`src/pss_pkg.sv`:
```
// ----------------------------------------------------------------------------
// pss_pkg
// Shared codes for the placement state stepper: placement states and
// command kinds.
// ----------------------------------------------------------------------------
package pss_pkg;

   typedef logic [2:0] state_type;
   typedef logic [1:0] cmd_type;

   localparam state_type ST_CLOSE = 3'd0;
   localparam state_type ST_OPEN  = 3'd1;
   localparam state_type ST_FETCH = 3'd2;
   localparam state_type ST_UP    = 3'd3;
   localparam state_type ST_DOWN  = 3'd4;
   localparam state_type ST_PUTIN = 3'd5;
   localparam state_type ST_NONE  = 3'd6;

   localparam cmd_type CMD_REQUEST = 2'd0;
   localparam cmd_type CMD_TICK    = 2'd1;
   localparam cmd_type CMD_INIT    = 2'd2;

   localparam logic [2:0] STATUS_LAST = 3'd3;

endpackage

```
`src/placement_state_stepper.sv`:
```
// ----------------------------------------------------------------------------
// placement_state_stepper
// Walks the placement state one legal step per tick toward a requested target.
// ----------------------------------------------------------------------------
// Each request word yields exactly one response word. A word goes through an
// input register, one pass of the transition tables, and the response
// register; one word is taken every cycle while the response side keeps up,
// and the input stage keeps accepting while a finished response waits,
// stalling only when both stages hold words. The placement state lives in
// registers updated as each word leaves the input register, so consecutive
// words see each other's effects.
module placement_state_stepper (
   input  logic       clock,
   input  logic       reset,
   input  logic       req_tvalid,
   output logic       req_tready,
   input  logic [7:0] req_tdata,   // [2:0] target_state, [5:3] placement_status
   input  logic [1:0] req_tuser,   // [1:0] cmd
   output logic       rsp_tvalid,
   input  logic       rsp_tready,
   output logic [7:0] rsp_tdata,   // [2:0] event_code, [5:3] settled_state
   output logic       rsp_tuser    // [0] event_valid
);

   logic                in_valid_ff, in_valid_in;
   pss_pkg::cmd_type    in_cmd_ff;
   pss_pkg::state_type  in_tgt_ff;
   logic [2:0]          in_status_ff;

   pss_pkg::state_type  cur_ff, cur_in;
   pss_pkg::state_type  tgt_ff, tgt_in;
   logic                armed_ff, armed_in;

   logic                out_valid_ff, out_valid_in;
   logic                out_event_ff, out_event_in;
   pss_pkg::state_type  out_code_ff, out_code_in;
   pss_pkg::state_type  out_settled_ff, out_settled_in;

   logic                advance;
   logic                direct_ok;
   pss_pkg::state_type  corr;
   logic [2:0]          pos_cur, pos_tgt;

   assign advance    = in_valid_ff && (!out_valid_ff || rsp_tready);
   assign req_tready = !in_valid_ff || advance;
   assign in_valid_in = req_tvalid ? 1'b1 : (advance ? 1'b0 : in_valid_ff);

   always_comb begin
      case (tgt_ff)
         pss_pkg::ST_CLOSE: direct_ok = cur_ff == pss_pkg::ST_OPEN  || cur_ff == pss_pkg::ST_PUTIN;
         pss_pkg::ST_OPEN:  direct_ok = cur_ff == pss_pkg::ST_CLOSE;
         pss_pkg::ST_FETCH: direct_ok = cur_ff == pss_pkg::ST_OPEN  || cur_ff == pss_pkg::ST_PUTIN;
         pss_pkg::ST_UP:    direct_ok = cur_ff == pss_pkg::ST_DOWN  || cur_ff == pss_pkg::ST_FETCH;
         pss_pkg::ST_DOWN:  direct_ok = cur_ff == pss_pkg::ST_UP;
         pss_pkg::ST_PUTIN: direct_ok = cur_ff == pss_pkg::ST_DOWN  || cur_ff == pss_pkg::ST_FETCH;
         default:           direct_ok = 1'b0;
      endcase
   end

   always_comb begin
      corr = pss_pkg::ST_NONE;
      case (tgt_ff)
         pss_pkg::ST_CLOSE: begin
            if (cur_ff == pss_pkg::ST_UP) corr = pss_pkg::ST_DOWN;
            else if (cur_ff == pss_pkg::ST_DOWN || cur_ff == pss_pkg::ST_FETCH)
               corr = pss_pkg::ST_PUTIN;
            else if (cur_ff == pss_pkg::ST_PUTIN) corr = pss_pkg::ST_CLOSE;
         end
         pss_pkg::ST_DOWN, pss_pkg::ST_UP: begin
            if (cur_ff == pss_pkg::ST_PUTIN || cur_ff == pss_pkg::ST_OPEN)
               corr = pss_pkg::ST_FETCH;
            else if (cur_ff == pss_pkg::ST_FETCH) corr = pss_pkg::ST_UP;
            else if (cur_ff == pss_pkg::ST_CLOSE) corr = pss_pkg::ST_OPEN;
         end
         pss_pkg::ST_PUTIN, pss_pkg::ST_OPEN: begin
            if (cur_ff == pss_pkg::ST_UP) corr = pss_pkg::ST_DOWN;
            else if (cur_ff == pss_pkg::ST_DOWN) corr = pss_pkg::ST_PUTIN;
         end
         pss_pkg::ST_FETCH: begin
            if (cur_ff == pss_pkg::ST_UP) corr = pss_pkg::ST_DOWN;
            else if (cur_ff == pss_pkg::ST_DOWN) corr = pss_pkg::ST_PUTIN;
            else if (cur_ff == pss_pkg::ST_CLOSE) corr = pss_pkg::ST_OPEN;
         end
         default: corr = pss_pkg::ST_NONE;
      endcase
   end

   assign pos_cur = (cur_ff <= pss_pkg::ST_PUTIN) ? cur_ff : 3'd0;
   assign pos_tgt = (tgt_ff <= pss_pkg::ST_PUTIN) ? tgt_ff : 3'd0;

   always_comb begin
      cur_in       = cur_ff;
      tgt_in       = tgt_ff;
      armed_in     = armed_ff;
      out_event_in = 1'b0;
      out_code_in  = 3'd0;
      case (in_cmd_ff)
         pss_pkg::CMD_REQUEST: begin
            if (in_tgt_ff <= pss_pkg::ST_PUTIN) begin
               tgt_in = in_tgt_ff;
               if (cur_ff != in_tgt_ff) armed_in = 1'b1;
            end
         end
         pss_pkg::CMD_INIT: begin
            if (in_status_ff <= pss_pkg::STATUS_LAST) begin
               cur_in = in_status_ff;
               tgt_in = in_status_ff;
            end
         end
         pss_pkg::CMD_TICK: begin
            if (armed_ff) begin
               if (cur_ff == pss_pkg::ST_NONE) begin
                  cur_in = tgt_ff;
                  if (tgt_ff <= pss_pkg::ST_PUTIN) begin
                     out_event_in = 1'b1;
                     out_code_in  = tgt_ff;
                  end
               end else if (cur_ff == tgt_ff) begin
                  armed_in = 1'b0;
               end else if (direct_ok) begin
                  cur_in       = tgt_ff;
                  out_event_in = 1'b1;
                  out_code_in  = tgt_ff;
               end else if (pos_cur < pos_tgt) begin
                  cur_in       = pos_cur + 3'd1;
                  out_event_in = 1'b1;
                  out_code_in  = pos_cur + 3'd1;
               end else begin
                  if (corr != pss_pkg::ST_NONE) begin
                     cur_in       = corr;
                     out_event_in = 1'b1;
                     out_code_in  = corr;
                  end
                  // drop stepping when parked at put in or fetch out toward open
                  if (tgt_ff == pss_pkg::ST_OPEN &&
                      (cur_in == pss_pkg::ST_PUTIN || cur_in == pss_pkg::ST_FETCH))
                     armed_in = 1'b0;
               end
            end
         end
         default: ;
      endcase
      out_settled_in = (cur_in == tgt_in) ? cur_in : pss_pkg::ST_NONE;
   end

   assign out_valid_in = advance ? 1'b1 : (rsp_tready ? 1'b0 : out_valid_ff);

   always_ff @(posedge clock) begin
      if (reset) begin
         in_valid_ff  <= 1'b0;
         out_valid_ff <= 1'b0;
         cur_ff       <= pss_pkg::ST_NONE;
         tgt_ff       <= pss_pkg::ST_NONE;
         armed_ff     <= 1'b0;
      end else begin
         in_valid_ff  <= in_valid_in;
         out_valid_ff <= out_valid_in;
         if (advance) begin
            cur_ff   <= cur_in;
            tgt_ff   <= tgt_in;
            armed_ff <= armed_in;
         end
      end
   end

   always_ff @(posedge clock) begin
      if (req_tvalid && req_tready) begin
         in_cmd_ff    <= req_tuser;
         in_tgt_ff    <= req_tdata[2:0];
         in_status_ff <= req_tdata[5:3];
      end
      if (advance) begin
         out_event_ff   <= out_event_in;
         out_code_ff    <= out_code_in;
         out_settled_ff <= out_settled_in;
      end
   end

   assign rsp_tvalid = out_valid_ff;
   assign rsp_tuser  = out_event_ff;
   assign rsp_tdata  = {2'b00, out_settled_ff, out_code_ff};

endmodule

```
`config.mk`:
```
export PLATFORM = sky130hd
export DESIGN_NAME = placement_state_stepper
export DESIGN_NICKNAME = d
export VERILOG_FILES = /design/src/pss_pkg.sv /design/src/placement_state_stepper.sv
export SDC_FILE = /design/constraint.sdc
export NUM_CORES = 1
export LEC_CHECK = 0
export BUFFER_PORTS_ARGS = -buffer_cell sky130_fd_sc_hd__buf_2
export CORE_ASPECT_RATIO = 0.8
export CORE_MARGIN = 5
export CORE_UTILIZATION = 50
export CTS_BUF_LIST = sky130_fd_sc_hd__clkbuf_16
export DETAILED_ROUTE_END_ITERATION = 8
export HOLD_SLACK_MARGIN = 0.15
export PLACE_DENSITY_LB_ADDON = 0.3
export SYNTH_ARGS = -nofsm -noshare
export SYNTH_HDL_FRONTEND = slang
export SYNTH_SLANG_ARGS = --single-unit
```
`constraint.sdc`:
```
create_clock -name clock -period 9.2 [get_ports clock]
set_clock_uncertainty 0.1 [all_clocks]
set_input_delay 0.92 -clock clock [delete_from_list [all_inputs] [get_ports clock]]
set_output_delay 0.92 -clock clock [all_outputs]
set_load 0.1 [all_outputs]
```
==> reports/metrics.cfg, run 1 <==
[critical_path]
r2r-end = out_settled_ff[2]
worstPathRequired_ps = 9070
ff2ff_setup_slack_ps = 5790
crit_fanout = 30
r2r-start = tgt_ff[1]
crit_slowest_cell = a2111o_1
slowest_delay_ps = 480
crit_end = out_settled_ff[2]
critPathLaunch = tgt_ff[1]
rr_worst_depth = 10
cpLargestDelayFamily = compound AO/OA/AOI/OAI gates
start_kind = flop
crit_chain = buf_4 -> nand2_1 -> ha_1 -> o21ai_0 -> a41oi_2 -> nor2_1 -> a31oi_1 -> a2111o_1 -> a211oi_1 -> o2111ai_1
critPathBufInv = 1
end_kind = flop
path_depth = 10
crit_arrival_ps = 3280
critPathKind = reg -> reg

[yosys]
ys_types = 74
synth_top_area_cell = edfxtp_1
synthFlopType = edfxtp_1
synth_warnings = 0
syn-cell-area_mm2 = 0.00242
synth.top_cell.area_share_pct = 18.6
netlist_instances = 300
ys_seq_elements = 24
ys_seq_area_share_pct = 26.0
avgSynthCellArea_um2 = 8.08
synthArstFlopShare_pct = 0
synth-edff-count = 15
yosys-top-cells-area = edfxtp_1 19%, dfxtp_1 7.4%, nand2_1 5.1%

[clocking]
clk_latency_ps = 260
cts_buffer_depth = 2
cts_tree = done
cts_sinks = 24
post_cts_buffers = 0
clk_pin_slew_ps = 60
cts_hold_buf = 0
root_buffer = clkbuf_16
htreeDepth = 1
cts_resized = 0
cts_buffers = 3

[cells_and_area]
diodes = 0
fin_nets = 325
drive_gt1_share_pct = 16.1
syn_to_final_growth_pct = 5.83

[detailed_routing]
viasPerCell = 6.48
postRouteAntennaNets = 0
drt_iter0_markers = 354
firstDrtPassIters = 6
wl_um = 6510
post_drt_wl_per_cell_um = 17.9
num_vias = 2360
post-route-drc-count = 0

[placement]
post-place-ws_ps = 5830
dp_hpwl_um = 4730
portBuffers = 20
globalplace.congestion = 0.939

[global_route]
grt.total_usage_pct = 21.3
grt_overflow = 0
grt_pass1_wl_um = 10800
grt_start_max_net_pins = 42
grt_pass1_vias = 2106
antenna_found_initial = 0

[timing]
finalSetupTns_ps = 0
fin_crit_sh_pct = 37.1
setup_viol = 0
max_slew_margin_pct = 48.4
tightest_slew_ps = 755
fmaxAchievable_mhz = 293
period_minus_slack_ps = 3410
fin_ws_ps = 5790
drv_slew = 0
rsz0062_at_grt = no
hold_viol_final = 0

[power]
swShare_pct = 36.2
seqPwrFrac_pct = 35.8
p_comb_share_pct = 36.9
ir_worst_vdd_uv = 88.5
internal_power_uw = 221
p_leak_uw = 0.000955
p_switching_uw = 126
powerDensity_mw_per_mm2 = 135
pwr-share-clk_pct = 27.2

[flow_run]
drv_cap = 0

[worst_hold_path]
hold_path.class = reg -> reg

[die]
dieWidth_um = 87.8
io_pins = 25
core_mm2 = 0.00465
dieArea_mm2 = 0.00635
placementRows = 22
start_util_pct = 52.1
die_h_um = 72.3

[status]
status = finished, final reports clean

through the flow:
step	util, %	area (µm²)	total power [µW]	std cells	hold slack [ps]
after floorplan	-	2430	229	301	387
after global placement	53.4	2490	248	360	410
after detailed placement	53.4	2490	252	360	427
after CTS	55.1	2560	347	364	438
after global routing	55.1	2560	365	364	470
final	55.1	2560	347	364	429
layout by cell type, fill, tap and decap left out, types with 3 or more instances in the layout:
cell       instances
a31oi_1            6
edfxtp_1          15
a211o_1            3
nand2_1           33
a31o_2             3
dfxtp_1            9
o211ai_1           5
nor2_1            19
a211oi_1           5
nor3_1             8
inv_1              9
buf_4              6
xor2_1             5
xnor2_1            7
a2111oi_2          3
o2111ai_1          4
nor2b_1            7
nand3_1            6
a21oi_1           20
nand2b_1           4
nand3b_1           5
buf_2             20
o21ai_0           20
ha_1               6
a22oi_1            3
clkbuf_16          3
and2_1             3
o21a_1             5
tightest hold or removal path, cell delays in order, from the launching register on:
cell and delay (ps):
dfxtp_1 330, nor2_1 110, nor2_1 40
sequential cells by signal, summed over array words and instances, names as in the netlist:
signal          flops
rsp_tvalid          1
out_code_ff         3
rsp_tuser           1
in_cmd_ff           2
in_valid_ff         1
tgt_ff              3
cur_ff              3
out_settled_ff      3
in_status_ff        3
in_tgt_ff           3
armed_ff            1
cell type report:
type                    instances  area [µm²]
well taps                      60        75.1
flip-flops and latches         24         631
inverters                      10        40.0
repair buffers                 26         145
fillers                       447        2090
multi-input cells             240        1600
clock buffers                   3        75.1
clock inverters                 1        3.75
how the worst min path moves through the flow:
stage	start	endpoint	slack, ps	cells past startpoint
floorplan	in_valid_ff	rsp_tvalid	390	2
global placement	in_valid_ff	rsp_tvalid	410	2
detailed placement	in_valid_ff	rsp_tvalid	430	2
CTS	in_valid_ff	rsp_tvalid	440	2
global route	in_valid_ff	rsp_tvalid	470	2
finish	in_valid_ff	rsp_tvalid	430	2
metal layers:
layer  global-route usage [%]  vias to the layer above  part of all wire (%)
met1                     32.4                     1091                    46
met2                     30.7                      123                    42
li1                         -                     1132                     -
met4                     3.24                        0                   1.8
met5                        0                        -                     0
met3                     5.56                       14                    11
cells in the mapped netlist, types with 4 or more instances:
| cell type | instances |
|---|---|
| nand3_1 | 6 |
| buf_4 | 6 |
| ha_1 | 6 |
| nor2_1 | 19 |
| nor3_1 | 8 |
| xor2_1 | 5 |
| o21ai_0 | 20 |
| o21a_1 | 5 |
| edfxtp_1 | 15 |
| inv_1 | 9 |
| dfxtp_1 | 9 |
| o211ai_1 | 5 |
| nor2b_1 | 7 |
| nand3b_1 | 5 |
| clkbuf_1 | 4 |
| nand2_1 | 33 |
| nand2b_1 | 4 |
| o2111ai_1 | 4 |
| a31oi_1 | 6 |
| a211oi_1 | 5 |
| buf_2 | 12 |
| xnor2_1 | 7 |
| a21oi_1 | 20 |
cells by family (layout without fill, tap and decap cells):
logic type,after synthesis,count (layout),share of synthesized area (%)
AND/OR/NAND/NOR,110,110,24.1
AO/OA/AOI/OAI,105,105,31.5
buffers and inverters,37,40,8.31
flip-flops,24,24,26.0
XOR/XNOR,13,13,5.01
adder cells (fa/ha/maj),6,6,3.10
multiplexers,4,4,1.76
other,1,2,0.155
power groups by stage:
stage / registers (µW) / clock network [µW] / logic, µW
after CTS: 124 / 97.1 / 126
after global placement: 126 / 0 / 121
after floorplan: 136 / 0 / 93.3
final: 124 / 94.6 / 128
after detailed placement: 127 / 0 / 125
after global routing: 125 / 101 / 139
Power figures use the tool's default switching activity.
==> run 2: changes to the inputs <==
- clock period: 9.2 -> 2.82 ns (I/O delays scaled with it)
==> reports/metrics.cfg, run 2 (synthesis results as in run 1) <==
[clocking]
cts_sinks = 24  ; unchanged
cts_buffers = 3  ; unchanged
htreeDepth = 1  ; unchanged
cts_buffer_depth = 2  ; unchanged
clk_pin_slew_ps = 60  ; about the same
clk_latency_ps = 250  ; was 260 ps
root_buffer = clkbuf_16  ; unchanged
cts_tree = done  ; unchanged

[die]
core_mm2 = 0.00465  ; unchanged
die_h_um = 72.3  ; unchanged
dieWidth_um = 87.8  ; unchanged
io_pins = 25  ; unchanged
placementRows = 22  ; unchanged
start_util_pct = 52.1  ; unchanged
dieArea_mm2 = 0.00635  ; unchanged

[global_route]
grt_start_max_net_pins = 36  ; was 42
antenna_found_initial = 0  ; unchanged
grt_pass1_wl_um = 11300  ; was 10800 µm
grt.total_usage_pct = 22.5  ; was 21.3%
grt_pass1_vias = 2272  ; was 2106
grt_overflow = 0  ; unchanged

[power]
p_leak_uw = 0.00114  ; was 0.000955 µW
ir_worst_vdd_uv = 296  ; was 88.5 µV
powerDensity_mw_per_mm2 = 414  ; was 135 mW/mm²
power_uw = 1200  ; was 347 µW

[critical_path]
crit_arrival_ps = 2770  ; was 3280 ps
r2r-start = cur_ff[2]  ; was tgt_ff[1]
worstPathRequired_ps = 2800  ; was 9070 ps
critPathLaunch = cur_ff[2]  ; was tgt_ff[1]
critPathKind = reg -> reg  ; unchanged
start_kind = flop  ; unchanged
crit_fanout = 19  ; was 30
end_kind = flop  ; unchanged

[timing]
fin_crit_sh_pct = 98.9  ; was 37.1%
fmaxAchievable_mhz = 358  ; was 293 MHz
setup_viol = 0  ; unchanged
hold-worst-slack_ps = 164  ; was 429 ps
hold_viol_final = 0  ; unchanged
period_minus_slack_ps = 2790  ; was 3410 ps
tightest_slew_ps = 701  ; was 755 ps
max_slew_margin_pct = 52.8  ; was 48.4%
drv_slew = 0  ; unchanged

[detailed_routing]
wl_um = 6970  ; was 6510 µm
firstDrtPassIters = 5  ; was 6
num_vias = 2530  ; was 2360
viasPerCell = 6.34  ; was 6.48
post-route-drc-count = 0  ; unchanged
drt_iter0_markers = 276  ; was 354
postRouteAntennaNets = 0  ; unchanged
post_drt_wl_per_cell_um = 17.5  ; was 17.9 µm

[cells_and_area]
final_common_cell = nand2_1  ; unchanged
syn_to_final_growth_pct = 19.9  ; was 5.83%
n_fill_cell = 406  ; was 447
stdcell_area_mm2 = 0.00291  ; was 0.00256 mm²
fin_cells = 399  ; was 364
drive_gt1_share_pct = 25.4  ; was 16.1%
final_cell_mix = 33 x nand2_1, 31 x buf_4, 20 x a21oi_1, 20 x buf_2, 19 x o21ai_0  ; was 33 x nand2_1, 20 x o21ai_0, 20 x a21oi_1, 20 x buf_2, 19 x nor2_1
diodes = 0  ; unchanged
fin_nets = 360  ; was 325

[worst_hold_path]
min_from = req_tvalid  ; was in_valid_ff
hold_path.class = in -> reg  ; was reg -> reg

[placement]
dp_hpwl_um = 5290  ; was 4730 µm
portBuffers = 20  ; unchanged
placed_area_mm2 = 0.00272  ; was 0.00249 mm²
place_inst = 386  ; was 360
globalplace.congestion = 0.956  ; was 0.939

[status]
status = finished, final reports clean  ; unchanged

[flow_run]
drv_cap = 0  ; unchanged

==> run 2: cell types whose count changed in the layout (fill, tap and decap cells not counted), moves of 2 or more <==
cell / delta
buf_12: +2
buf_4: +25
dfxtp_1: -4
dfxtp_2: +4
dlygate4sd3_1: +8
==> run 2: area by class of cell <==
cell class              count  area (µm²)  area share [%]
repair buffers             61         453            15.6
inverters                  10        40.0            1.38
clock buffers               3        75.1            2.58
clock inverters             1        3.75           0.129
multi-input cells         240        1620            55.9
well taps                  60        75.1            2.58
flip-flops and latches     24         636            21.9
==> run 2: final timing paths <==
check	end	slack (ps)	cells past startpoint
hold reg to reg	rsp_tvalid	420	2
setup reg to reg	out_settled_ff[0]	30	8
hold / removal	in_valid_ff	160	3
setup / recovery	out_settled_ff[0]	30	8
==> run 2: per-layer routing <==
layer | global-route usage [%] | share of wire (%) | vias up
li1 | - | - | 1194
met4 | 3.07 | 0.76 | 0
met5 | 0 | 0 | -
met2 | 34.9 | 45 | 144
met1 | 32.9 | 45 | 1184
met3 | 4.88 | 9.5 | 8
==> run 2: critical path: stages, from the launching register on <==
cell and delay, ps:
dfxtp_1 440, buf_12 190, or3b_1 350, a21oi_1 320, a2111oi_2 100, a2111oi_2 420, a2bb2oi_2 290, xor2_1 130
nor4_2 250
==> run 2: power by group <==
| group | switching, µW | leakage, µW | internal, µW |
|---|---|---|---|
| sequential | 21.5 | 0.000217 | 393 |
| combinational | 289 | 0.000881 | 192 |
| clock | 118 | 0.0000423 | 189 |
==> run 2: through the flow <==
| step | TNS, ps | worst slack (ps) | util [%] |
|---|---|---|---|
| 2_1_floorplan | 0 | 3.34 | - |
| 3_3_place_gp | 0 | 134 | 58.4 |
| 3_5_place_dp | -9.66 | -9.66 | 58.4 |
| 4_1_cts | 0 | 0.484 | 61.9 |
| 5_1_grt | -30.5 | -28.8 | 62.5 |
| 6_report | 0 | 29.9 | 62.5 |
==> run 2: what timing repair did <==
action | 4_1_cts | 5_1_grt
gates resized for setup | 1 | 6
hold buffers | 8 | 0
hold endpoints to repair | 8 | 0
pin swaps | 0 | 1
buffers inserted | 0 | 1
endpoints found under the setup margin | 1 | 3
